**config.mk**
```make
export PLATFORM = sky130hd
export DESIGN_NAME = multi_access_path_steering
export DESIGN_NICKNAME = d
export VERILOG_FILES = /design/src/rtl/maps_pkg.sv /design/src/rtl/multi_access_path_steering.sv /design/src/rtl/maps_cfg_regs.sv /design/src/rtl/maps_decide.sv /design/src/rtl/maps_bucket.sv
export SDC_FILE = /design/constraint.sdc
export NUM_CORES = 2
export LEC_CHECK = 0
export BUFFER_PORTS_ARGS = -buffer_cell sky130_fd_sc_hd__buf_4
export CAP_MARGIN = 20
export CORE_ASPECT_RATIO = 1.1
export CORE_MARGIN = 4
export CORE_UTILIZATION = 60
export DETAILED_ROUTE_END_ITERATION = 10
export PLACE_DENSITY = 0.79
export SLEW_MARGIN = 20
export SYNTH_ARGS = -nofsm -noshare
export SYNTH_HDL_FRONTEND = slang
export SYNTH_SLANG_ARGS = --single-unit
```
**constraint.sdc**
```tcl
create_clock -name clk -period 13.2 [get_ports clk]
set_clock_uncertainty 0.1 [all_clocks]
set_input_delay 1.32 -clock clk [delete_from_list [all_inputs] [get_ports clk]]
set_output_delay 1.32 -clock clk [all_outputs]
set_load 0.01 [all_outputs]
```
**src/rtl/maps_pkg.sv**
```systemverilog
`timescale 1ns / 1ps
// ----------------------------------------------------------------------------
// maps_pkg
// Shared types and constants for the multi-access path steering block.
// ----------------------------------------------------------------------------
package maps_pkg;

    // access codes
    localparam logic ACC_3GPP    = 1'b0;
    localparam logic ACC_NON3GPP = 1'b1;

    // decision source codes
    localparam logic [2:0] SRC_UPLINK   = 3'd0;
    localparam logic [2:0] SRC_NO_MAR   = 3'd1;
    localparam logic [2:0] SRC_MODE     = 3'd2;
    localparam logic [2:0] SRC_NO_STATE = 3'd3;
    localparam logic [2:0] SRC_RTT      = 3'd4;
    localparam logic [2:0] SRC_UNKNOWN  = 3'd5;

    // steering modes
    localparam logic [2:0] MODE_ACT_STBY = 3'd0;
    localparam logic [2:0] MODE_MIN_RTT  = 3'd1;
    localparam logic [2:0] MODE_LOAD_BAL = 3'd2;
    localparam logic [2:0] MODE_PRIORITY = 3'd3;

    // configuration register indexes
    localparam logic [2:0] CFG_STEER_MODE = 3'd0;
    localparam logic [2:0] CFG_ACTIVE     = 3'd1;
    localparam logic [2:0] CFG_STANDBY    = 3'd2;
    localparam logic [2:0] CFG_PREFERRED  = 3'd3;
    localparam logic [2:0] CFG_SHARE      = 3'd4;
    localparam logic [2:0] CFG_STALE      = 3'd5;

    // reset values
    localparam logic [6:0]  SHARE_RESET = 7'd50;
    localparam logic [63:0] STALE_RESET = 64'd10_000_000_000;

    // flow hash: Knuth multiplier, product bits 31:16 taken modulo 100
    localparam logic [31:0] HASH_MULT  = 32'd2654435761;
    localparam int          HASH_SHIFT = 16;
    localparam logic [15:0] BUCKETS    = 16'd100;
    // floor(h / 100) = (h * 83887) >> 23, exact for every 16-bit h
    localparam logic [32:0] RECIP_100   = 33'd83887;
    localparam int          RECIP_SHIFT = 23;

    typedef struct packed {
        logic [2:0]  path_mode;
        logic        active_path;
        logic        standby_path;
        logic        preferred_path;
        logic [6:0]  share_3gpp_percent;
        logic [63:0] stale_limit_ns;
    } maps_cfg_t;

    // fields of one registered input transaction used by the decision
    typedef struct packed {
        logic        uplink_pkt;
        logic        mar_present;
        logic        state_present;
        logic [1:0]  path_down;
        logic [63:0] rtt_3gpp;
        logic [63:0] rtt_non3gpp;
        logic [63:0] rtt_stamp;
        logic [63:0] now_time;
    } maps_item_t;

    typedef struct packed {
        logic       sel;
        logic [2:0] src;
        logic       is_lb;
    } maps_pre_t;

    typedef struct packed {
        logic load2;
        logic load3;
    } maps_pipe_ctl_t;

endpackage

```
**src/rtl/multi_access_path_steering.sv**
```systemverilog
`timescale 1ns / 1ps
// ----------------------------------------------------------------------------
// multi_access_path_steering
// Per-packet egress access selection (3GPP N3 or non-3GPP N9).
// ----------------------------------------------------------------------------
// Takes one packet transaction per clock while in_stall is low and returns one
// decision per packet, in order. The pipeline is: input register; mode
// decision plus the Knuth hash multiply; the reciprocal multiply that divides
// the hash by 100; remainder, share compare and the output register.
// The two multiplies set the depth; sustained rate is one transaction per
// cycle whenever the output side does not stall. Each stage holds under
// backpressure, and in_stall rises only when every stage is full and the
// output is stalled. Configuration is written through cfg_we/cfg_index/
// cfg_data and must only change while no packet is in flight.
// ----------------------------------------------------------------------------
module multi_access_path_steering (
    input  logic        clk,
    input  logic        rst_n,

    input  logic        cfg_we,
    input  logic [2:0]  cfg_index,
    input  logic [63:0] cfg_data,

    input  logic        in_valid,
    output logic        in_stall,
    input  logic        uplink_pkt,
    input  logic        mar_present,
    input  logic        state_present,
    input  logic [1:0]  path_down,
    input  logic [63:0] rtt_3gpp,
    input  logic [63:0] rtt_non3gpp,
    input  logic [63:0] rtt_stamp,
    input  logic [63:0] now_time,
    input  logic [31:0] source_ip,
    input  logic [31:0] dest_ip,
    input  logic [31:0] port_pair,
    input  logic [7:0]  ip_protocol,

    output logic        out_valid,
    input  logic        out_stall,
    output logic        egress_access,
    output logic        n9_override,
    output logic [2:0]  decision_source
);

    maps_pkg::maps_cfg_t      cfg;
    maps_pkg::maps_item_t     item_reg;
    maps_pkg::maps_pre_t      pre;
    maps_pkg::maps_pre_t      pre2_reg;
    maps_pkg::maps_pre_t      pre3_reg;
    maps_pkg::maps_pipe_ctl_t ctl;

    logic [31:0] sip_reg;
    logic [31:0] dip_reg;
    logic [31:0] ports_reg;
    logic [7:0]  proto_reg;

    logic v1_reg, v2_reg, v3_reg, out_valid_reg;
    logic load1, load_out;
    logic free1, free2, free3;
    logic to_3gpp;

    logic       sel_next;
    logic [2:0] src_next;
    logic       sel_reg;
    logic       redir_reg;
    logic [2:0] src_reg;

    maps_cfg_regs u_cfg (
        .clk       (clk),
        .rst_n     (rst_n),
        .cfg_we    (cfg_we),
        .cfg_index (cfg_index),
        .cfg_data  (cfg_data),
        .cfg       (cfg)
    );

    // Stage advance: a stage loads when it has data and the next one frees up.
    assign load_out  = v3_reg && (!out_valid_reg || !out_stall);
    assign free3     = !v3_reg || load_out;
    assign ctl.load3 = v2_reg && free3;
    assign free2     = !v2_reg || ctl.load3;
    assign ctl.load2 = v1_reg && free2;
    assign free1     = !v1_reg || ctl.load2;
    assign load1     = in_valid && free1;
    assign in_stall  = !free1;

    always_ff @(posedge clk or negedge rst_n)
    begin
        if (!rst_n)
        begin
            v1_reg        <= 1'b0;
            v2_reg        <= 1'b0;
            v3_reg        <= 1'b0;
            out_valid_reg <= 1'b0;
        end
        else
        begin
            if (load1)
                v1_reg <= 1'b1;
            else if (ctl.load2)
                v1_reg <= 1'b0;

            if (ctl.load2)
                v2_reg <= 1'b1;
            else if (ctl.load3)
                v2_reg <= 1'b0;

            if (ctl.load3)
                v3_reg <= 1'b1;
            else if (load_out)
                v3_reg <= 1'b0;

            if (load_out)
                out_valid_reg <= 1'b1;
            else if (!out_stall)
                out_valid_reg <= 1'b0;
        end
    end

    // Stage 1: capture the accepted transaction.
    always_ff @(posedge clk)
    begin
        if (load1)
        begin
            item_reg.uplink_pkt    <= uplink_pkt;
            item_reg.mar_present   <= mar_present;
            item_reg.state_present <= state_present;
            item_reg.path_down     <= path_down;
            item_reg.rtt_3gpp      <= rtt_3gpp;
            item_reg.rtt_non3gpp   <= rtt_non3gpp;
            item_reg.rtt_stamp     <= rtt_stamp;
            item_reg.now_time      <= now_time;
            sip_reg                <= source_ip;
            dip_reg                <= dest_ip;
            ports_reg              <= port_pair;
            proto_reg              <= ip_protocol;
        end
    end

    // Stage 2: everything except the load-balance bucket is settled here.
    maps_decide u_decide (
        .item (item_reg),
        .cfg  (cfg),
        .pre  (pre)
    );

    always_ff @(posedge clk)
    begin
        if (ctl.load2)
            pre2_reg <= pre;
        if (ctl.load3)
            pre3_reg <= pre2_reg;
    end

    maps_bucket u_bucket (
        .clk                (clk),
        .ctl                (ctl),
        .source_ip          (sip_reg),
        .dest_ip            (dip_reg),
        .port_pair          (ports_reg),
        .ip_protocol        (proto_reg),
        .share_3gpp_percent (cfg.share_3gpp_percent),
        .to_3gpp            (to_3gpp)
    );

    // Final: fold in the load-balance result, flag N9 overrides.
    assign sel_next = pre3_reg.is_lb ? ~to_3gpp : pre3_reg.sel;
    assign src_next = pre3_reg.src;

    always_ff @(posedge clk)
    begin
        if (load_out)
        begin
            sel_reg   <= sel_next;
            src_reg   <= src_next;
            redir_reg <= (src_next >= maps_pkg::SRC_MODE) && (sel_next == maps_pkg::ACC_NON3GPP);
        end
    end

    assign out_valid       = out_valid_reg;
    assign egress_access   = sel_reg;
    assign n9_override     = redir_reg;
    assign decision_source = src_reg;

endmodule

```
**src/rtl/maps_cfg_regs.sv**
```systemverilog
`timescale 1ns / 1ps
// ----------------------------------------------------------------------------
// maps_cfg_regs
// Configuration register file, written through a plain write port.
// ----------------------------------------------------------------------------
module maps_cfg_regs (
    input  logic               clk,
    input  logic               rst_n,
    input  logic               cfg_we,
    input  logic [2:0]         cfg_index,
    input  logic [63:0]        cfg_data,
    output maps_pkg::maps_cfg_t cfg
);

    maps_pkg::maps_cfg_t cfg_reg;

    always_ff @(posedge clk or negedge rst_n)
    begin
        if (!rst_n)
        begin
            cfg_reg.path_mode          <= maps_pkg::MODE_ACT_STBY;
            cfg_reg.active_path        <= maps_pkg::ACC_3GPP;
            cfg_reg.standby_path       <= maps_pkg::ACC_NON3GPP;
            cfg_reg.preferred_path     <= maps_pkg::ACC_3GPP;
            cfg_reg.share_3gpp_percent <= maps_pkg::SHARE_RESET;
            cfg_reg.stale_limit_ns     <= maps_pkg::STALE_RESET;
        end
        else if (cfg_we)
        begin
            unique case (cfg_index)
                maps_pkg::CFG_STEER_MODE: cfg_reg.path_mode          <= cfg_data[2:0];
                maps_pkg::CFG_ACTIVE:     cfg_reg.active_path        <= cfg_data[0];
                maps_pkg::CFG_STANDBY:    cfg_reg.standby_path       <= cfg_data[0];
                maps_pkg::CFG_PREFERRED:  cfg_reg.preferred_path     <= cfg_data[0];
                maps_pkg::CFG_SHARE:      cfg_reg.share_3gpp_percent <= cfg_data[6:0];
                maps_pkg::CFG_STALE:      cfg_reg.stale_limit_ns     <= cfg_data;
                default: ;  // drop writes beyond the register list
            endcase
        end
    end

    assign cfg = cfg_reg;

endmodule

```
**src/rtl/maps_decide.sv**
```systemverilog
`timescale 1ns / 1ps
// ----------------------------------------------------------------------------
// maps_decide
// Mode decision for every mode but load balance, which is flagged.
// ----------------------------------------------------------------------------
module maps_decide (
    input  maps_pkg::maps_item_t item,
    input  maps_pkg::maps_cfg_t  cfg,
    output maps_pkg::maps_pre_t  pre
);

    logic [63:0] age;
    logic        rtt_bad;
    logic        non3gpp_faster;

    assign age            = item.now_time - item.rtt_stamp;
    assign rtt_bad        = (item.rtt_stamp == 64'd0) || (age > cfg.stale_limit_ns) ||
                            (item.rtt_3gpp == 64'd0) || (item.rtt_non3gpp == 64'd0);
    assign non3gpp_faster = item.rtt_non3gpp < item.rtt_3gpp;

    always_comb
    begin
        pre.sel   = maps_pkg::ACC_3GPP;
        pre.src   = maps_pkg::SRC_MODE;
        pre.is_lb = 1'b0;
        if (item.uplink_pkt)
        begin
            pre.src = maps_pkg::SRC_UPLINK;
        end
        else if (!item.mar_present)
        begin
            pre.src = maps_pkg::SRC_NO_MAR;
        end
        else
        begin
            case (cfg.path_mode)
                maps_pkg::MODE_ACT_STBY:
                begin
                    if (!item.state_present)
                    begin
                        pre.sel = cfg.active_path;
                        pre.src = maps_pkg::SRC_NO_STATE;
                    end
                    else
                    begin
                        pre.sel = item.path_down[cfg.active_path] ? cfg.standby_path
                                                                  : cfg.active_path;
                    end
                end
                maps_pkg::MODE_MIN_RTT:
                begin
                    if (!item.state_present)
                        pre.src = maps_pkg::SRC_NO_STATE;
                    else if (rtt_bad)
                        pre.src = maps_pkg::SRC_RTT;
                    else
                        pre.sel = non3gpp_faster ? maps_pkg::ACC_NON3GPP
                                                 : maps_pkg::ACC_3GPP;
                end
                maps_pkg::MODE_LOAD_BAL:
                begin
                    pre.is_lb = 1'b1;
                end
                maps_pkg::MODE_PRIORITY:
                begin
                    if (!item.state_present)
                    begin
                        pre.sel = cfg.preferred_path;
                        pre.src = maps_pkg::SRC_NO_STATE;
                    end
                    else
                    begin
                        pre.sel = item.path_down[cfg.preferred_path] ? ~cfg.preferred_path
                                                                     : cfg.preferred_path;
                    end
                end
                default:
                begin
                    pre.src = maps_pkg::SRC_UNKNOWN;
                end
            endcase
        end
    end

endmodule

```
**src/rtl/maps_bucket.sv**
```systemverilog
`timescale 1ns / 1ps
// ----------------------------------------------------------------------------
// maps_bucket
// Two-stage flow hash: Knuth product, then bucket = bits 31:16 mod 100.
// ----------------------------------------------------------------------------
module maps_bucket (
    input  logic                    clk,
    input  maps_pkg::maps_pipe_ctl_t ctl,
    input  logic [31:0]             source_ip,
    input  logic [31:0]             dest_ip,
    input  logic [31:0]             port_pair,
    input  logic [7:0]              ip_protocol,
    input  logic [6:0]              share_3gpp_percent,
    output logic                    to_3gpp
);

    logic [31:0] folded;
    logic [31:0] product;
    logic [15:0] hash_reg;
    logic [15:0] hash3_reg;
    logic [32:0] recip_prod;
    logic [9:0]  quot_reg;
    logic [15:0] quot_x100;
    logic [15:0] bucket;

    assign folded  = source_ip ^ dest_ip ^ port_pair ^ {24'd0, ip_protocol};
    assign product = folded * maps_pkg::HASH_MULT;

    always_ff @(posedge clk)
    begin
        if (ctl.load2)
            hash_reg <= product[maps_pkg::HASH_SHIFT +: 16];
    end

    assign recip_prod = {17'd0, hash_reg} * maps_pkg::RECIP_100;

    always_ff @(posedge clk)
    begin
        if (ctl.load3)
        begin
            hash3_reg <= hash_reg;
            quot_reg  <= recip_prod[maps_pkg::RECIP_SHIFT +: 10];
        end
    end

    // remainder is below 100, so the compare needs only its low bits
    assign quot_x100 = {6'd0, quot_reg} * maps_pkg::BUCKETS;
    assign bucket    = hash3_reg - quot_x100;
    assign to_3gpp   = bucket < {9'd0, share_3gpp_percent};

endmodule
```
==> out/summary.txt <==
Routed wire length: 93.7 mm
Core Box Area: 63600 µm²
First-pass GRT wire length: 144 mm
Largest net degree at the start of global routing: 92
Cell taking the most area after synthesis: edfxtp_1
CP endpoint kind: register
Num ports: 444
Remaining Overflow, GRT: 0
Final core utilization: 0.703
# hold bufs at CTS: 0
I/O Buffers: 443
Max reg flops: 261
Vias/cell: 5.49
Chip height: 273 µm
Synthesis Warnings: 0
Final worst path period share: 0.631
CTS tree: yes
Post-cts gate resize count: 0
Worst reg2reg path depth: 26
Syn Nets: 4555
Fmax: 120 MHz
Max FO, Critical Path: 8
Layout cells sized above 1: 0.177
Die W: 249 µm
Top FF cell, synth: edfxtp_1
Fin crit period: 8.32 ns
Initial antenna violation count: 9
Nets@finish: 5055
CTS clk-pin slew, worst paths: 0.07 ns
Routed Antenna Nets: 0
1st-iter DRT viols: 1470
Root buf cell: clkbuf_16
Avg Cell Area, Syn: 11.8 µm²
Area Overhead vs Synth: 16.4%
Crit Path Class: register to register
Commonest non-fill, non-tap cells in the layout: 724 x inv_1, 558 x ha_1, 468 x buf_4
Top-area cell type share of the netlist area: 0.330
Final hold violations: 0
FFs w/ async S/R, synth: 0.161
Die area: 68200 µm²
DRT Pass-1 Iters: 5
Gr usage total: 0.272
Vias in the first global route: 27000
Final setup violation count: 0
Initial Utilization: 0.604
Clock buffer depth: 3
Netlist cell types: 76
DRC: 0
Most common cell after layout, fill and taps aside: inv_1
Number of enable flip-flop cells after synthesis: 422
Setup TNS: 0 ns
Relative slew slack: 0.268
Fin. max-slew vios: 0
# Post-CTS Setup Buffers: 0
RSZ-0062 raised after global routing: no
Register area share after synthesis: 0.383
Req. time, crit path: 13.43 ns
# fillers: 4587
Max Cap Violations: 0
Core Rows: 97
Vias: 25500
Clk sink count: 503
Hold Path Depth: 0
Drt wl/cell: 20.2 µm
Number of synthesized register bits: 503
Top cells by area, synth: edfxtp_1 33%, ha_1 18%, fa_1 16%, inv_1 7.1%, dfrtp_1 4.3%
GPL Wtd Cong: 0.962
Worst Tran Pin Value: 1.10 ns
H-tree Lvls: 2
Cells after Synth: 3254
Post-DP HPWL: 77.3 mm
Mapped Area: 38400 µm²
Status: finished, final reports clean
CTS buffer count: 53
Worst skew pair latency: 0.62 ns
Critical path startpoint category: register
Class of the worst hold path: register to register
Arr. time, crit path: 8.56 ns
## Yosys cell counts, drive strengths merged, types with 66 or more instances
cell type	instances
inv	724
ha	558
edfxtp	422
fa	306
xnor2	158
a21oi	133
o21ai	88
nor2	85
a21o	83
nand2	79
mux2	70
dfrtp	66
## worst paths after layout
| path | slack (ns) | endpoint | startpoint |
|---|---|---|---|
| max in group asynchronous | 11.37 | u_cfg.cfg[22] | rst_n |
| max | 4.88 | u_bucket.hash_reg[15] | proto_reg[6] |
| min | 0.28 | src_next[1] | pre2_reg[2] |
| min reg2reg | 0.28 | src_next[1] | pre2_reg[2] |
| min in group asynchronous | 0.59 | u_cfg.cfg[12] | rst_n |
| max reg2reg | 4.88 | u_bucket.hash_reg[15] | proto_reg[6] |
## layout make-up
class                      count  area, µm²  area share
antenna                        8       20.0    0.000448
clock buffer                  62       1360      0.0304
clock inverter                36        433     0.00968
inverter                     724       2720      0.0608
multi-input combinational   2004      20900       0.468
sequential                   503      14700       0.329
tap                          841       1050      0.0235
timing repair buffer         468       3510      0.0785
## worst max-delay path, stage by stage, from the launching register on
cell and delay, ns:
edfxtp_1 0.38, xnor2_1 0.15, xnor2_1 0.47, inv_1 0.35, fa_1 0.56, fa_1 0.45, fa_1 0.55, inv_1 0.06
fa_1 0.53, inv_1 0.05, fa_1 0.49, inv_1 0.05, fa_1 0.47, inv_1 0.05, fa_1 0.52, inv_1 0.05
fa_1 0.52, inv_1 0.04, ha_1 0.34, a211o_1 0.29, or3_1 0.33, o211a_1 0.29, o41a_4 0.47, a21oi_2 0.18
o31ai_2 0.10, a21oi_2 0.15, xnor2_1 0.07
## metrics by stage
| step | setup WS [ns] | instances | hold slack, ns | cell area (µm²) |
|---|---|---|---|---|
| after floorplan | 2.42 | 3254 | 0.300 | 38400 |
| after global placement | 5.01 | 4540 | 0.305 | 42900 |
| after detailed placement | 4.87 | 4540 | 0.305 | 42900 |
| after CTS | 4.84 | 4638 | 0.285 | 44700 |
| after global routing | 4.45 | 4642 | 0.307 | 44700 |
| final | 4.88 | 4646 | 0.284 | 44700 |
## per-layer routing
metal / global-route usage / wire length [µm]
met1: 0.351 / 37800
met5: 0 / 15
met3: 0.0402 / 5310
met4: 0.0948 / 3370
met2: 0.475 / 47200
## logic make-up after synthesis
kind of cell             after synthesis  synth area share
AO/OA/AOI/OAI                        431            0.0746
XOR/XNOR                             212            0.0497
adder cells (fa/ha/maj)              864             0.341
buffers and inverters                747            0.0730
flip-flops                           503             0.383
multiplexers                          70            0.0205
AND/OR/NAND/NOR                      427            0.0580
Power is left out: the tool's default activity adds up to more than one toggle a clock period on the data nets, which glitch-free logic cannot reach.
